===== src/ogcpm_pkg.sv =====
// ----------------------------------------------------------------------------
// ogcpm_pkg: shared definitions for the output gain, clipper and peak meter
// Widths, register indexes, reset values, mode bits and the command and
// status bundles exchanged between the controller and the datapath.
// ----------------------------------------------------------------------------
package ogcpm_pkg;

  localparam int NumChannels = 4;

  localparam int ChanW    = 2;
  localparam int SampleW  = 24;
  localparam int GainW    = 16;
  localparam int ModeW    = 3;
  localparam int CfgIdxW  = 3;
  localparam int CfgDataW = 16;
  localparam int GainProdW = 2 * GainW;
  localparam int ProdW    = SampleW + GainProdW + 1;
  localparam int ScaledW  = ProdW - SampleW;
  localparam int ClipShift = 11;
  localparam int NumGainRegs = 4;

  // Register indexes of the configuration port
  localparam logic [CfgIdxW-1:0] RegMasterGain   = 3'd0;
  localparam logic [CfgIdxW-1:0] RegModeSwitches = 3'd1;
  localparam logic [CfgIdxW-1:0] RegMeterPeriod  = 3'd2;
  localparam logic [CfgIdxW-1:0] RegGainCh0      = 3'd3;
  localparam logic [CfgIdxW-1:0] RegGainCh1      = 3'd4;
  localparam logic [CfgIdxW-1:0] RegGainCh2      = 3'd5;
  localparam logic [CfgIdxW-1:0] RegGainCh3      = 3'd6;

  // Bit positions inside mode_switches
  localparam int ModeMuteBit  = 0;
  localparam int ModeClipBit  = 1;
  localparam int ModeMeterBit = 2;

  // Reset values
  localparam logic [GainW-1:0] MasterGainRst   = 16'd0;
  localparam logic [ModeW-1:0] ModeSwitchesRst = 3'd2;
  localparam logic [GainW-1:0] MeterPeriodRst  = 16'd4800;
  localparam logic [GainW-1:0] ChanGainRst     = 16'd4096;

  localparam logic signed [SampleW-1:0] SampleMax = 24'sh7FFFFF;
  localparam logic signed [SampleW-1:0] SampleMin = 24'sh800000;

  localparam logic [0:0] KindSample = 1'b0;
  localparam logic [0:0] KindReport = 1'b1;

  typedef enum logic [4:0] {
    StIdle   = 5'b00001,
    StMul    = 5'b00010,
    StScale  = 5'b00100,
    StSend   = 5'b01000,
    StReport = 5'b10000
  } state_e;

  typedef struct packed {
    logic load;
    logic mul;
    logic scale;
    logic rep_sel;
    logic rep_adv;
    logic rep_clear;
  } cmd_t;

  typedef struct packed {
    logic chan_ok;
    logic report;
    logic rep_last;
  } status_t;

endpackage


===== src/ogcpm_if.sv =====
// ----------------------------------------------------------------------------
// ogcpm_in_if / ogcpm_out_if: sample and result channels
// Valid/ready channels carrying one input sample or one result item.
// ----------------------------------------------------------------------------
interface ogcpm_in_if;
  logic                                  valid;
  logic                                  ready;
  logic [ogcpm_pkg::ChanW-1:0]           chan_index;
  logic signed [ogcpm_pkg::SampleW-1:0]  sample_in;

  modport source (output valid, output chan_index, output sample_in, input ready);
  modport sink   (input valid, input chan_index, input sample_in, output ready);
endinterface

interface ogcpm_out_if;
  logic                                  valid;
  logic                                  ready;
  logic                                  kind;
  logic [ogcpm_pkg::ChanW-1:0]           out_channel;
  logic signed [ogcpm_pkg::SampleW-1:0]  out_value;
  logic                                  last;

  modport source (output valid, output kind, output out_channel, output out_value,
                  output last, input ready);
  modport sink   (input valid, input kind, input out_channel, input out_value,
                  input last, output ready);
endinterface


===== src/ogcpm_ctrl.sv =====
// ----------------------------------------------------------------------------
// ogcpm_ctrl: sequencing state machine
// Steps one sample through multiply, scale and send, then the meter report when one falls due.
// ----------------------------------------------------------------------------
module ogcpm_ctrl (
  input  logic                clk_i,
  input  logic                rst_ni,
  input  logic                in_valid_i,
  output logic                in_ready_o,
  output logic                out_valid_o,
  input  logic                out_ready_i,
  input  ogcpm_pkg::status_t  status_i,
  output ogcpm_pkg::cmd_t     cmd_o
);

  ogcpm_pkg::state_e state_q, state_d;

  always_ff @(posedge clk_i or negedge rst_ni) begin
    if (!rst_ni) begin
      state_q <= ogcpm_pkg::StIdle;
    end else begin
      state_q <= state_d;
    end
  end

  always_comb begin
    state_d = state_q;
    case (state_q)
      ogcpm_pkg::StIdle: begin
        if (in_valid_i && status_i.chan_ok) begin
          state_d = ogcpm_pkg::StMul;
        end
      end
      ogcpm_pkg::StMul:   state_d = ogcpm_pkg::StScale;
      ogcpm_pkg::StScale: state_d = ogcpm_pkg::StSend;
      ogcpm_pkg::StSend: begin
        if (out_ready_i) begin
          state_d = status_i.report ? ogcpm_pkg::StReport : ogcpm_pkg::StIdle;
        end
      end
      ogcpm_pkg::StReport: begin
        if (out_ready_i && status_i.rep_last) begin
          state_d = ogcpm_pkg::StIdle;
        end
      end
      default: state_d = ogcpm_pkg::StIdle;
    endcase
  end

  assign in_ready_o  = (state_q == ogcpm_pkg::StIdle);
  assign out_valid_o = (state_q == ogcpm_pkg::StSend) || (state_q == ogcpm_pkg::StReport);

  always_comb begin
    cmd_o           = '0;
    cmd_o.load      = in_ready_o && in_valid_i && status_i.chan_ok;
    cmd_o.mul       = (state_q == ogcpm_pkg::StMul);
    cmd_o.scale     = (state_q == ogcpm_pkg::StScale);
    cmd_o.rep_sel   = (state_q == ogcpm_pkg::StReport);
    cmd_o.rep_adv   = cmd_o.rep_sel && out_ready_i;
    cmd_o.rep_clear = cmd_o.rep_adv && status_i.rep_last;
  end

endmodule


===== src/ogcpm_dpath.sv =====
// ----------------------------------------------------------------------------
// ogcpm_dpath: gain, clip and meter datapath
// Configuration registers, the two-step multiply, clip and saturation,
// per-channel peaks, the frame counter and the result mux.
// ----------------------------------------------------------------------------
module ogcpm_dpath (
  input  logic                                 clk_i,
  input  logic                                 rst_ni,
  input  logic                                 cfg_we_i,
  input  logic [ogcpm_pkg::CfgIdxW-1:0]        cfg_index_i,
  input  logic [ogcpm_pkg::CfgDataW-1:0]       cfg_data_i,
  input  logic [ogcpm_pkg::ChanW-1:0]          in_chan_i,
  input  logic signed [ogcpm_pkg::SampleW-1:0] in_sample_i,
  input  ogcpm_pkg::cmd_t                      cmd_i,
  output ogcpm_pkg::status_t                   status_o,
  output logic                                 out_kind_o,
  output logic [ogcpm_pkg::ChanW-1:0]          out_channel_o,
  output logic signed [ogcpm_pkg::SampleW-1:0] out_value_o,
  output logic                                 out_last_o
);

  localparam logic [ogcpm_pkg::ChanW-1:0] LastChan =
    ogcpm_pkg::ChanW'(ogcpm_pkg::NumChannels - 1);

  // Configuration
  logic [ogcpm_pkg::GainW-1:0] master_gain_q;
  logic [ogcpm_pkg::ModeW-1:0] mode_q;
  logic [ogcpm_pkg::GainW-1:0] period_q;
  logic [ogcpm_pkg::GainW-1:0] gain_q [ogcpm_pkg::NumGainRegs];

  // Work registers
  logic [ogcpm_pkg::ChanW-1:0]          chan_q;
  logic signed [ogcpm_pkg::SampleW-1:0] sample_q;
  logic [ogcpm_pkg::GainProdW-1:0]      gprod_q;
  logic signed [ogcpm_pkg::ProdW-1:0]   prod_q;
  logic signed [ogcpm_pkg::SampleW-1:0] res_q;

  // Meter state
  logic signed [ogcpm_pkg::SampleW-1:0] peak_q [ogcpm_pkg::NumChannels];
  logic [ogcpm_pkg::GainW-1:0]          frame_q;
  logic                                 report_q;
  logic [ogcpm_pkg::ChanW-1:0]          rep_idx_q;

  logic [ogcpm_pkg::GainW-1:0]          eff_gain;
  logic signed [ogcpm_pkg::ScaledW-1:0] scaled;
  logic signed [ogcpm_pkg::ScaledW-1:0] clip_lvl;
  logic signed [ogcpm_pkg::ScaledW-1:0] clipped;
  logic signed [ogcpm_pkg::SampleW-1:0] sat;
  logic [ogcpm_pkg::ChanW-1:0]          rd_addr;
  logic signed [ogcpm_pkg::SampleW-1:0] rd_data;
  logic [ogcpm_pkg::GainW-1:0]          frame_inc;
  logic                                 rep_last;

  always_ff @(posedge clk_i or negedge rst_ni) begin
    if (!rst_ni) begin
      master_gain_q <= ogcpm_pkg::MasterGainRst;
      mode_q        <= ogcpm_pkg::ModeSwitchesRst;
      period_q      <= ogcpm_pkg::MeterPeriodRst;
      for (int i = 0; i < ogcpm_pkg::NumGainRegs; i++) begin
        gain_q[i] <= ogcpm_pkg::ChanGainRst;
      end
    end else if (cfg_we_i) begin
      case (cfg_index_i)
        ogcpm_pkg::RegMasterGain:   master_gain_q <= cfg_data_i;
        ogcpm_pkg::RegModeSwitches: mode_q        <= cfg_data_i[ogcpm_pkg::ModeW-1:0];
        ogcpm_pkg::RegMeterPeriod:  period_q      <= cfg_data_i;
        ogcpm_pkg::RegGainCh0:      gain_q[0]     <= cfg_data_i;
        ogcpm_pkg::RegGainCh1:      gain_q[1]     <= cfg_data_i;
        ogcpm_pkg::RegGainCh2:      gain_q[2]     <= cfg_data_i;
        ogcpm_pkg::RegGainCh3:      gain_q[3]     <= cfg_data_i;
        default: ;
      endcase
    end
  end

  assign eff_gain = mode_q[ogcpm_pkg::ModeMuteBit] ? '0 : master_gain_q;

  // Floor shift by 24 is an arithmetic right shift: keep the top bits.
  assign scaled   = prod_q[ogcpm_pkg::ProdW-1:ogcpm_pkg::SampleW];
  assign clip_lvl = $signed({{(ogcpm_pkg::ScaledW - ogcpm_pkg::GainW - ogcpm_pkg::ClipShift)
                               {1'b0}}, eff_gain, {ogcpm_pkg::ClipShift{1'b0}}});

  always_comb begin
    clipped = scaled;
    if (mode_q[ogcpm_pkg::ModeClipBit] && (scaled > clip_lvl)) begin
      clipped = clip_lvl;
    end
    if (clipped > ogcpm_pkg::ScaledW'(ogcpm_pkg::SampleMax)) begin
      sat = ogcpm_pkg::SampleMax;
    end else if (clipped < ogcpm_pkg::ScaledW'(ogcpm_pkg::SampleMin)) begin
      sat = ogcpm_pkg::SampleMin;
    end else begin
      sat = clipped[ogcpm_pkg::SampleW-1:0];
    end
  end

  // One read port on the peaks: own channel while scaling, report index after.
  assign rd_addr   = cmd_i.rep_sel ? rep_idx_q : chan_q;
  assign rd_data   = peak_q[rd_addr];
  assign frame_inc = frame_q + 1'b1;
  assign rep_last  = (rep_idx_q == LastChan);

  always_ff @(posedge clk_i) begin
    if (cmd_i.load) begin
      chan_q   <= in_chan_i;
      sample_q <= in_sample_i;
      gprod_q  <= eff_gain * gain_q[in_chan_i];
    end
    if (cmd_i.mul) begin
      prod_q <= sample_q * $signed({1'b0, gprod_q});
    end
    if (cmd_i.scale) begin
      res_q <= sat;
    end
  end

  always_ff @(posedge clk_i or negedge rst_ni) begin
    if (!rst_ni) begin
      for (int i = 0; i < ogcpm_pkg::NumChannels; i++) begin
        peak_q[i] <= '0;
      end
      frame_q   <= '0;
      report_q  <= 1'b0;
      rep_idx_q <= '0;
    end else begin
      if (cmd_i.scale) begin
        report_q <= mode_q[ogcpm_pkg::ModeMeterBit] && (chan_q == LastChan) &&
                    (frame_inc >= period_q);
        if (mode_q[ogcpm_pkg::ModeMeterBit]) begin
          if (rd_data < sat) begin
            peak_q[chan_q] <= sat;
          end
          if (chan_q == LastChan) begin
            frame_q <= frame_inc;
          end
        end
      end
      if (cmd_i.rep_clear) begin
        for (int i = 0; i < ogcpm_pkg::NumChannels; i++) begin
          peak_q[i] <= '0;
        end
        frame_q   <= '0;
        rep_idx_q <= '0;
      end else if (cmd_i.rep_adv) begin
        rep_idx_q <= rep_idx_q + 1'b1;
      end
    end
  end

  assign status_o.chan_ok  = (int'(in_chan_i) < ogcpm_pkg::NumChannels);
  assign status_o.report   = report_q;
  assign status_o.rep_last = rep_last;

  assign out_kind_o    = cmd_i.rep_sel ? ogcpm_pkg::KindReport : ogcpm_pkg::KindSample;
  assign out_channel_o = cmd_i.rep_sel ? rep_idx_q : chan_q;
  assign out_value_o   = cmd_i.rep_sel ? rd_data : res_q;
  assign out_last_o    = cmd_i.rep_sel ? rep_last : !report_q;

endmodule


===== src/output_gain_clip_peak_meter.sv =====
// ----------------------------------------------------------------------------
// output_gain_clip_peak_meter: output gain stage with clipper and peak meter
// Scales each Q1.23 sample by (master gain x channel gain), both Q4.12, with
// the master gain forced to zero under mute; the optional clipper limits the
// result to the master gain read as a Q1.23 level, and the value saturates to
// 24 bits. With metering on, a signed running peak is kept per channel and a
// frame is counted on each sample of the highest channel; every meter_period
// frames the peaks of all channels follow the sample in channel order and are
// cleared. One sample is in flight at a time: from accept to the next accept
// it steps through accept with the gain product, sample multiply, clip and
// saturate, and send, then one report item per peak when a report falls due;
// the two chained multiplies and the single peak read port set these steps.
// Output stalls hold the item being sent.
// ----------------------------------------------------------------------------
module output_gain_clip_peak_meter (
  input  logic                              clk_i,
  input  logic                              rst_ni,
  // Configuration write port
  input  logic                              cfg_we_i,
  input  logic [ogcpm_pkg::CfgIdxW-1:0]     cfg_index_i,
  input  logic [ogcpm_pkg::CfgDataW-1:0]    cfg_data_i,
  // Sample channel
  ogcpm_in_if.sink                          in_i,
  // Result channel
  ogcpm_out_if.source                       out_o
);

  ogcpm_pkg::cmd_t    cmd;
  ogcpm_pkg::status_t status;

  // Controller: owns the handshakes and steps the datapath.
  ogcpm_ctrl u_ctrl (
    .clk_i       (clk_i),
    .rst_ni      (rst_ni),
    .in_valid_i  (in_i.valid),
    .in_ready_o  (in_i.ready),
    .out_valid_o (out_o.valid),
    .out_ready_i (out_o.ready),
    .status_i    (status),
    .cmd_o       (cmd)
  );

  // Datapath: config registers, multiplies, clip, peaks and result mux.
  // Payload outputs come straight from registers, so they hold while stalled.
  ogcpm_dpath u_dpath (
    .clk_i         (clk_i),
    .rst_ni        (rst_ni),
    .cfg_we_i      (cfg_we_i),
    .cfg_index_i   (cfg_index_i),
    .cfg_data_i    (cfg_data_i),
    .in_chan_i     (in_i.chan_index),
    .in_sample_i   (in_i.sample_in),
    .cmd_i         (cmd),
    .status_o      (status),
    .out_kind_o    (out_o.kind),
    .out_channel_o (out_o.out_channel),
    .out_value_o   (out_o.out_value),
    .out_last_o    (out_o.last)
  );

  // Never take a new sample while a result is pending.
  a_no_overlap: assert property (@(posedge clk_i) disable iff (!rst_ni)
    out_o.valid |-> !in_i.ready)
    else $error("sample accepted while a result is pending");

  // A sample on a valid channel shows its scaled item after the multiply and scale states.
  a_latency: assert property (@(posedge clk_i) disable iff (!rst_ni)
    (in_i.valid && in_i.ready && (int'(in_i.chan_index) < ogcpm_pkg::NumChannels))
      |-> ##3 (out_o.valid && !out_o.kind))
    else $error("scaled item missing after accept");

  // Report items advance one channel per handshake.
  a_report_order: assert property (@(posedge clk_i) disable iff (!rst_ni)
    (out_o.valid && out_o.ready && out_o.kind && !out_o.last)
      |=> (out_o.valid && out_o.kind &&
           out_o.out_channel == ogcpm_pkg::ChanW'($past(out_o.out_channel) + 1'b1)))
    else $error("report channel out of order");

  // The final item of a sample returns the block to taking input.
  a_last_frees: assert property (@(posedge clk_i) disable iff (!rst_ni)
    (out_o.valid && out_o.ready && out_o.last) |=> in_i.ready)
    else $error("not ready after final item");

endmodule

===== src/flat_wrapper.sv =====
// flat-port wrapper written by rule: the top's interface ports become plain ports
module output_gain_clip_peak_meter_flat 
  (clk_i, rst_ni, cfg_we_i, cfg_index_i, cfg_data_i, in_i_valid, in_i_chan_index, in_i_sample_in, in_i_ready, out_o_valid, out_o_kind, out_o_out_channel, out_o_out_value, out_o_last, out_o_ready);
  ogcpm_in_if in_i_i ();
  ogcpm_out_if out_o_i ();
  input  logic clk_i;
  input  logic rst_ni;
  input  logic cfg_we_i;
  input  logic [ogcpm_pkg::CfgIdxW-1:0] cfg_index_i;
  input  logic [ogcpm_pkg::CfgDataW-1:0] cfg_data_i;
  input wire logic [$bits(in_i_i.valid)-1:0] in_i_valid;
  input wire logic [$bits(in_i_i.chan_index)-1:0] in_i_chan_index;
  input wire logic [$bits(in_i_i.sample_in)-1:0] in_i_sample_in;
  output wire logic [$bits(in_i_i.ready)-1:0] in_i_ready;
  output wire logic [$bits(out_o_i.valid)-1:0] out_o_valid;
  output wire logic [$bits(out_o_i.kind)-1:0] out_o_kind;
  output wire logic [$bits(out_o_i.out_channel)-1:0] out_o_out_channel;
  output wire logic [$bits(out_o_i.out_value)-1:0] out_o_out_value;
  output wire logic [$bits(out_o_i.last)-1:0] out_o_last;
  input wire logic [$bits(out_o_i.ready)-1:0] out_o_ready;
  assign in_i_i.valid = in_i_valid;
  assign in_i_i.chan_index = in_i_chan_index;
  assign in_i_i.sample_in = in_i_sample_in;
  assign in_i_ready = in_i_i.ready;
  assign out_o_valid = out_o_i.valid;
  assign out_o_kind = out_o_i.kind;
  assign out_o_out_channel = out_o_i.out_channel;
  assign out_o_out_value = out_o_i.out_value;
  assign out_o_last = out_o_i.last;
  assign out_o_i.ready = out_o_ready;
  output_gain_clip_peak_meter u_core (.clk_i(clk_i), .rst_ni(rst_ni), .cfg_we_i(cfg_we_i), .cfg_index_i(cfg_index_i), .cfg_data_i(cfg_data_i), .in_i(in_i_i), .out_o(out_o_i));
endmodule

===== config.mk =====
export PLATFORM = sky130hd
export DESIGN_NAME = output_gain_clip_peak_meter_flat
export DESIGN_NICKNAME = d
export VERILOG_FILES = /design/src/ogcpm_pkg.sv /design/src/ogcpm_if.sv /design/src/ogcpm_ctrl.sv /design/src/ogcpm_dpath.sv /design/src/output_gain_clip_peak_meter.sv /design/src/flat_wrapper.sv
export SDC_FILE = /design/constraint.sdc
export NUM_CORES = 2
export LEC_CHECK = 0
export BUFFER_PORTS_ARGS = -buffer_cell sky130_fd_sc_hd__buf_2
export CORE_ASPECT_RATIO = 0.75
export CORE_MARGIN = 2
export CORE_UTILIZATION = 55
export CTS_BUF_LIST = sky130_fd_sc_hd__clkbuf_8 sky130_fd_sc_hd__clkbuf_16
export CTS_CLUSTER_DIAMETER = 40
export DETAILED_ROUTE_END_ITERATION = 8
export GPL_TIMING_DRIVEN = 0
export PLACE_DENSITY = 0.73
export SLEW_MARGIN = 20
export SYNTH_ARGS = -nofsm -noshare
export SYNTH_HDL_FRONTEND = slang
export SYNTH_HIERARCHICAL = 1
export SYNTH_SLANG_ARGS = --single-unit

===== constraint.sdc =====
create_clock -name clk_i -period 8.2 [get_ports clk_i]
set_input_delay 0.82 -clock clk_i [delete_from_list [all_inputs] [get_ports clk_i]]
set_output_delay 0.82 -clock clk_i [all_outputs]
set_load 0.005 [all_outputs]

# After elaboration in Yosys (flattened, before gate mapping)

Cells that the tools add are included.

$add $sub $neg: 2
Multipliers: 2
Order comparisons: 9
Eq/ne operators: 16
Muxes and demuxes: 32
Bitwise logic cells: 3
Reduce and logical (&&, ||, !) cells: 26

Operators by type and width:

| cell                  | count |
|---|---|
| $mux 96               | 4 |
| $mux 24               | 6 |
| $mux 16               | 7 |
| $bwmux 96             | 1 |
| $mul 24x33->57        | 1 |
| $bmux 24 s2           | 1 |
| $demux 24 s2          | 1 |
| $gt 33x24->1 const B  | 1 |
| $gt 33x28->1          | 1 |
| $lt 33x24->1 const B  | 1 |
| $mux 33               | 1 |
| $bmux 16 s2           | 1 |
| $mul 16x16->32        | 1 |
| $pmux 5 s5            | 1 |
| $lt 24x24->1          | 1 |
| $mux 5                | 4 |
| $add 16x1->16 const B | 1 |
| $ge 16x16->1          | 1 |
| $reduce_and 2->1      | 7 |
| $reduce_bool 2->1     | 5 |
| $eq 3x3->1 const B    | 3 |
| $ge 3x3->1 const B    | 3 |
| $not 2->3             | 3 |
| $reduce_and 3->1      | 3 |
| 18 further kinds      | 31 |

Register bits: 358
Output and inout port bits: 30
Logic and storage cells: 110

# Logic depth before layout (Yosys ltp)

Depth in word-level cells: 12
Mapped depth: 30

# By module

The synthesis kept the hierarchy.

Modules (own cells, without submodules):

| module      | times used | cells an instance | area an instance (µm²) | seq. area each (µm²) |
|---|---|---|---|---|
| ogcpm_dpath | 1          | 4819              | 46925.0                | 8819.7 |
| ogcpm_ctrl  | 1          | 39                | 335.3                  | 126.4 |

# Least setup slack after synthesis

No wires, ideal clock.

Kind: input-to-reg
Start point: input port in_i_chan_index[0]
End point: register u_core/u_dpath/gprod_q[28] (netlist bit), data pin
Setup time: 0.266 ns
Arrival: 7.368 ns
Required time: 7.934 ns
Path slack: 0.566 ns
Cell stages on the path: 25
Path buffers: 3
Cell sequence: clkbuf_1 clkbuf_1 buf_1 o21a_1 nand2_1 fa_1 inv_1 fa_1 inv_1 fa_1 fa_1 fa_1 inv_1 fa_1 ha_1 a21o_1 a21o_1 a21o_1 a21oi_1 o21ai_0 a41o_1 o21ai_0 a21oi_1 o41ai_1 xnor2_1

Longest elaborated chain between the ends: 5

Ends and longest elaborated chain:

| item                                        | RTL line           | source |
|---|---|---|
| start: declaration                          | flat_wrapper.sv:12 | `input wire logic [$bits(in_i_i.chan_index)-1:0] in_i_chan_index;` |
| $not 2->3 (not written as such)             | ogcpm_dpath.sv:107 | `gprod_q <= eff_gain * gain_q[in_chan_i];` |
| $bmux 16 s2                                 | ogcpm_dpath.sv:107 |  |
| $mux 16 (not written as such) (2 in series) | ogcpm_dpath.sv:107 |  |
| $mul 16x16->32                              | ogcpm_dpath.sv:107 |  |
| end signal: assignment                      | ogcpm_dpath.sv:107 |  |
| end: declaration                            | ogcpm_dpath.sv:34  | `logic [ogcpm_pkg::GainProdW-1:0] gprod_q;` |

Every way passes these cells. The select of a mux whose other input is x is not followed.
A chain may end at the register's enable or synchronous reset.

# Worst setup path after layout

Start point: register u_core/u_dpath/gprod_q[12] (netlist bit)
End point: register u_core/u_dpath/prod_q[34] (netlist bit), data pin

Longest elaborated chain between the ends: 1

Ends and longest elaborated chain:

| item                   | RTL line           | source |
|---|---|---|
| $mul 24x33->57         | ogcpm_dpath.sv:110 | `prod_q <= sample_q * $signed({1'b0, gprod_q});` |
| end signal: assignment | ogcpm_dpath.sv:110 |  |
| end: declaration       | ogcpm_dpath.sv:35  | `logic signed [ogcpm_pkg::ProdW-1:0] prod_q;` |

Every way passes these cells.

==> results by group <==
Synthesis
  • Post-synthesis compound-gate area fraction: ~4.7%
  • Syn_nets: 6,132
  • Most frequent cell after synthesis: inv_1
  • Dominant cell type by area after synthesis: fa_1
  • Synth Area in Adders: a little under half
  • Netlist Area Pre-Place: 47,300 sq um
  • Post-synth ARST share: around two thirds
  • Synth Area in XOR/XNOR: approximately 1.7%
  • Synth top cells by count: 956 x inv_1, 851 x fa_1, 818 x nand2_1
  • Synth warn: 6
  • Post-synthesis mux area share: 4.44%
  • EDFF count, synth: around 120
  • Post-synth cell types: 83
  • Largest family of logic cells by synthesized area: adder cells
  • Simple-gate share of the synthesized area: ~15%
  • Area contributors post-synth: fa_1 36%, dfrtp_1 11%, ha_1 9.9%
  • Post-synthesis sequential area ratio: a little under a fifth
  • Syn Inst Count: 4,858
  • Syn Area/Cell: 9.73 sq um
  • Main synth FF type: dfrtp_1
  • #FFs+latches synth: between 300 and 400
  • Post-synth top area share: between 30% and 40%

Floorplan
  • DIE AREA: slightly below 90,000 sq um
  • Die W: 342 microns
  • Initial Util: 55.3%
  • Core area: between 80,000 and 90,000 sq um
  • Die height: 258 microns
  • # IOs: 80
  • Rows: 93

Routing
  • WL per Instance: roughly 23 microns
  • Detail Route Antenna Nets: 0
  • Drt total wl: between 100,000 and 150,000 microns
  • First drt pass iteration count: 8
  • DRC: 0
  • DRT iter0 DRCs: about 3,800
  • Via count: between 30,000 and 40,000
  • Via density per instance: approximately 5.7

STA
  • Final slew viol count: 0
  • Fmax: ~120 MHz
  • Fin crit period: ~8.1 ns
  • Endpoints failing setup: 0
  • Slew @ Worst Pin: roughly 1.0 ns
  • Period utilization: a little over nine tenths
  • Clock skew: ~0.048 ns
  • Hold Violations, Final: 0
  • Headroom to the max-slew limit: between 30% and 40%

Cells and area
  • Fin util: 60.8%
  • Filler cells: 7,067
  • Share of layout cells above drive strength 1: between 10% and 20%
  • Area grow syn2layout: 9.94%
  • Fin nets: between 6,000 and 7,000

Clocking
  • Root Driver: clkbuf_16
  • CTS Buf Count: 51
  • H-tree depth: 2
  • Clk pin slew, worst setup/hold paths: around 0.060 ns
  • Worst-Skew Late Latency: about 0.64 ns
  • CTS tree: built
  • CTS Buffer Depth: 3
  • Hold buffer count at CTS: 0
  • Clock sinks: between 300 and 400

Global route
  • Grt ovf: 0
  • Initial antenna violation count: 5
  • Number of global-route vias before repair: roughly 37,000
  • First-pass GRT wire length: ~220,000 microns
  • Total GRT Usage: roughly 33%
  • Pin count of the biggest net entering global routing: between 100 and 150

Worst setup path
  • Critical path fanouts, max: 10
  • Arrival @ worst endpoint: around 8.4 ns
  • Critical Path End Type: register
  • WS Path Type: register to register
  • Worst Path Required: about 8.6 ns
  • Startpoint types: register

Job
  • Max-cap viol count: 0

Placement
  • Placer Congestion: between 1 and 1.5
  • Number of port buffers: 77
  • HPWL Detailed: about 110,000 microns

Worst hold path
  • Worst Hold Class: input pin to asynchronous set/reset pin

Outcome
  • Status: finished, final reports clean
worst max-delay path: stages (launching register included):
cell and delay (ns):
edfxtp_1 0.61, clkbuf_2 0.39, nand2_1 0.11, fa_1 0.53, fa_1 0.51, inv_1 0.06
fa_1 0.58, fa_1 0.47, fa_1 0.55, inv_1 0.07, fa_1 0.49, inv_1 0.06
fa_1 0.47, ha_1 0.32, a21oi_1 0.17, o221ai_1 0.14, a211oi_2 0.25, o22ai_2 0.12
buf_12 0.16, buf_4 0.14, a211o_4 0.37, a31o_4 0.28, a221o_1 0.36, and2_1 0.20
o21a_1 0.18, nor2_1 0.11, xnor2_1 0.08
placed cells by master, fill, tap and decap left out, drive strengths merged, types with 70 or more instances in the layout:
master  count
inv       974
fa        851
nand2     818
ha        373
and2      277
clkbuf    233
dfrtp     209
buf       191
nor2      185
mux2      116
edfxtp    115
o21ai      71
a21oi      70
path summary, 6_finish.rpt:
kind,cells past startpoint,slack [ns],from,endpoint
max,26,0.11,u_core/u_dpath/gprod_q[12],u_core/u_dpath/prod_q[34]
max in group asynchronous,3,6.87,rst_ni,u_core/u_dpath/gain_q[44]
min,1,0.06,rst_ni,u_core/u_dpath/peak_q[51]
min in group clk_i,1,0.37,in_i_sample_in[22],u_core/u_dpath/sample_q[22]
min reg2reg,1,0.50,u_core/u_dpath/master_gain_q[14],u_core/u_dpath/master_gain_q[14]
max reg2reg,26,0.11,u_core/u_dpath/gprod_q[12],u_core/u_dpath/prod_q[34]
through the flow:
step | hold slack (ns) | setup WS [ns] | setup TNS, ns | cell area, sq um | cells
CTS | 0.0422 | 0.0102 | 0 | 51500 | 6206
finish | 0.0585 | 0.113 | 0 | 52000 | 6227
global placement | 0.482 | -1.10 | -20.14 | 49100 | 6075
floorplan | 0.473 | 0.566 | 0 | 47300 | 4858
detailed placement | 0.489 | -1.15 | -22.30 | 49200 | 6084
global route | 0.0783 | -0.00857 | -0.0126 | 52000 | 6225
sequential cells by signal, indices dropped and copies added (netlist names), 2 cells and up:
| signal | cells |
|---|---|
| u_core/u_dpath/chan_q | 2 |
| u_core/u_dpath/master_gain_q | 16 |
| u_core/u_dpath/peak_q | 96 |
| u_core/u_dpath/res_q | 24 |
| u_core/u_dpath/gain_q | 64 |
| u_core/u_dpath/mode_q | 3 |
| u_core/u_dpath/prod_q | 33 |
| u_core/u_dpath/period_q | 16 |
| u_core/u_dpath/rep_idx_q | 2 |
| u_core/u_dpath/sample_q | 24 |
| u_core/u_ctrl/state_q | 5 |
| u_core/u_dpath/gprod_q | 32 |
| u_core/u_dpath/frame_q | 16 |
logic make-up after synthesis:
kind of cell             count (synthesis)
AND/OR/NAND/NOR                       1498
adder cells (fa/ha/maj)               1224
buffers and inverters                 1197
flip-flops                             334
AO/OA/AOI/OAI                          329
multiplexers                           184
XOR/XNOR                                91
other                                    1
routing by layer:
| metal | vias to the layer above | wire length, microns | global-route usage, % | share of wire, % |
|---|---|---|---|---|
| met5 | - | 115 | 0.160 | 0.082 |
| met1 | 18092 | 58100 | 47.5 | 41 |
| met2 | 1865 | 58500 | 46.9 | 41 |
| li1 | 15245 | - | - | - |
| met4 | 6 | 5450 | 11.0 | 3.9 |
| met3 | 293 | 18800 | 11.9 | 13 |
cell type report:
cell class	instances	area [sq um]	area share [%]
inverter	961	3610	6.95
sequential	334	8950	17.2
buffer	226	1200	2.30
multi-input combinational	3327	33900	65.2
tap	1140	1430	2.75
timing repair buffer	141	1080	2.08
antenna	2	5.00	0.00963
clock buffer	57	1390	2.68
clock inverter	39	402	0.773
what timing repair did:
action | in CTS | in global routing
setup endpoints to repair | 55 | 105
pin swaps | 1 | 3
buffers inserted | 29 | 26
resized for setup | 120 | 140
Power is not shown: default switching activity piles up to over one toggle a cycle in this logic, so the estimate is an artifact.
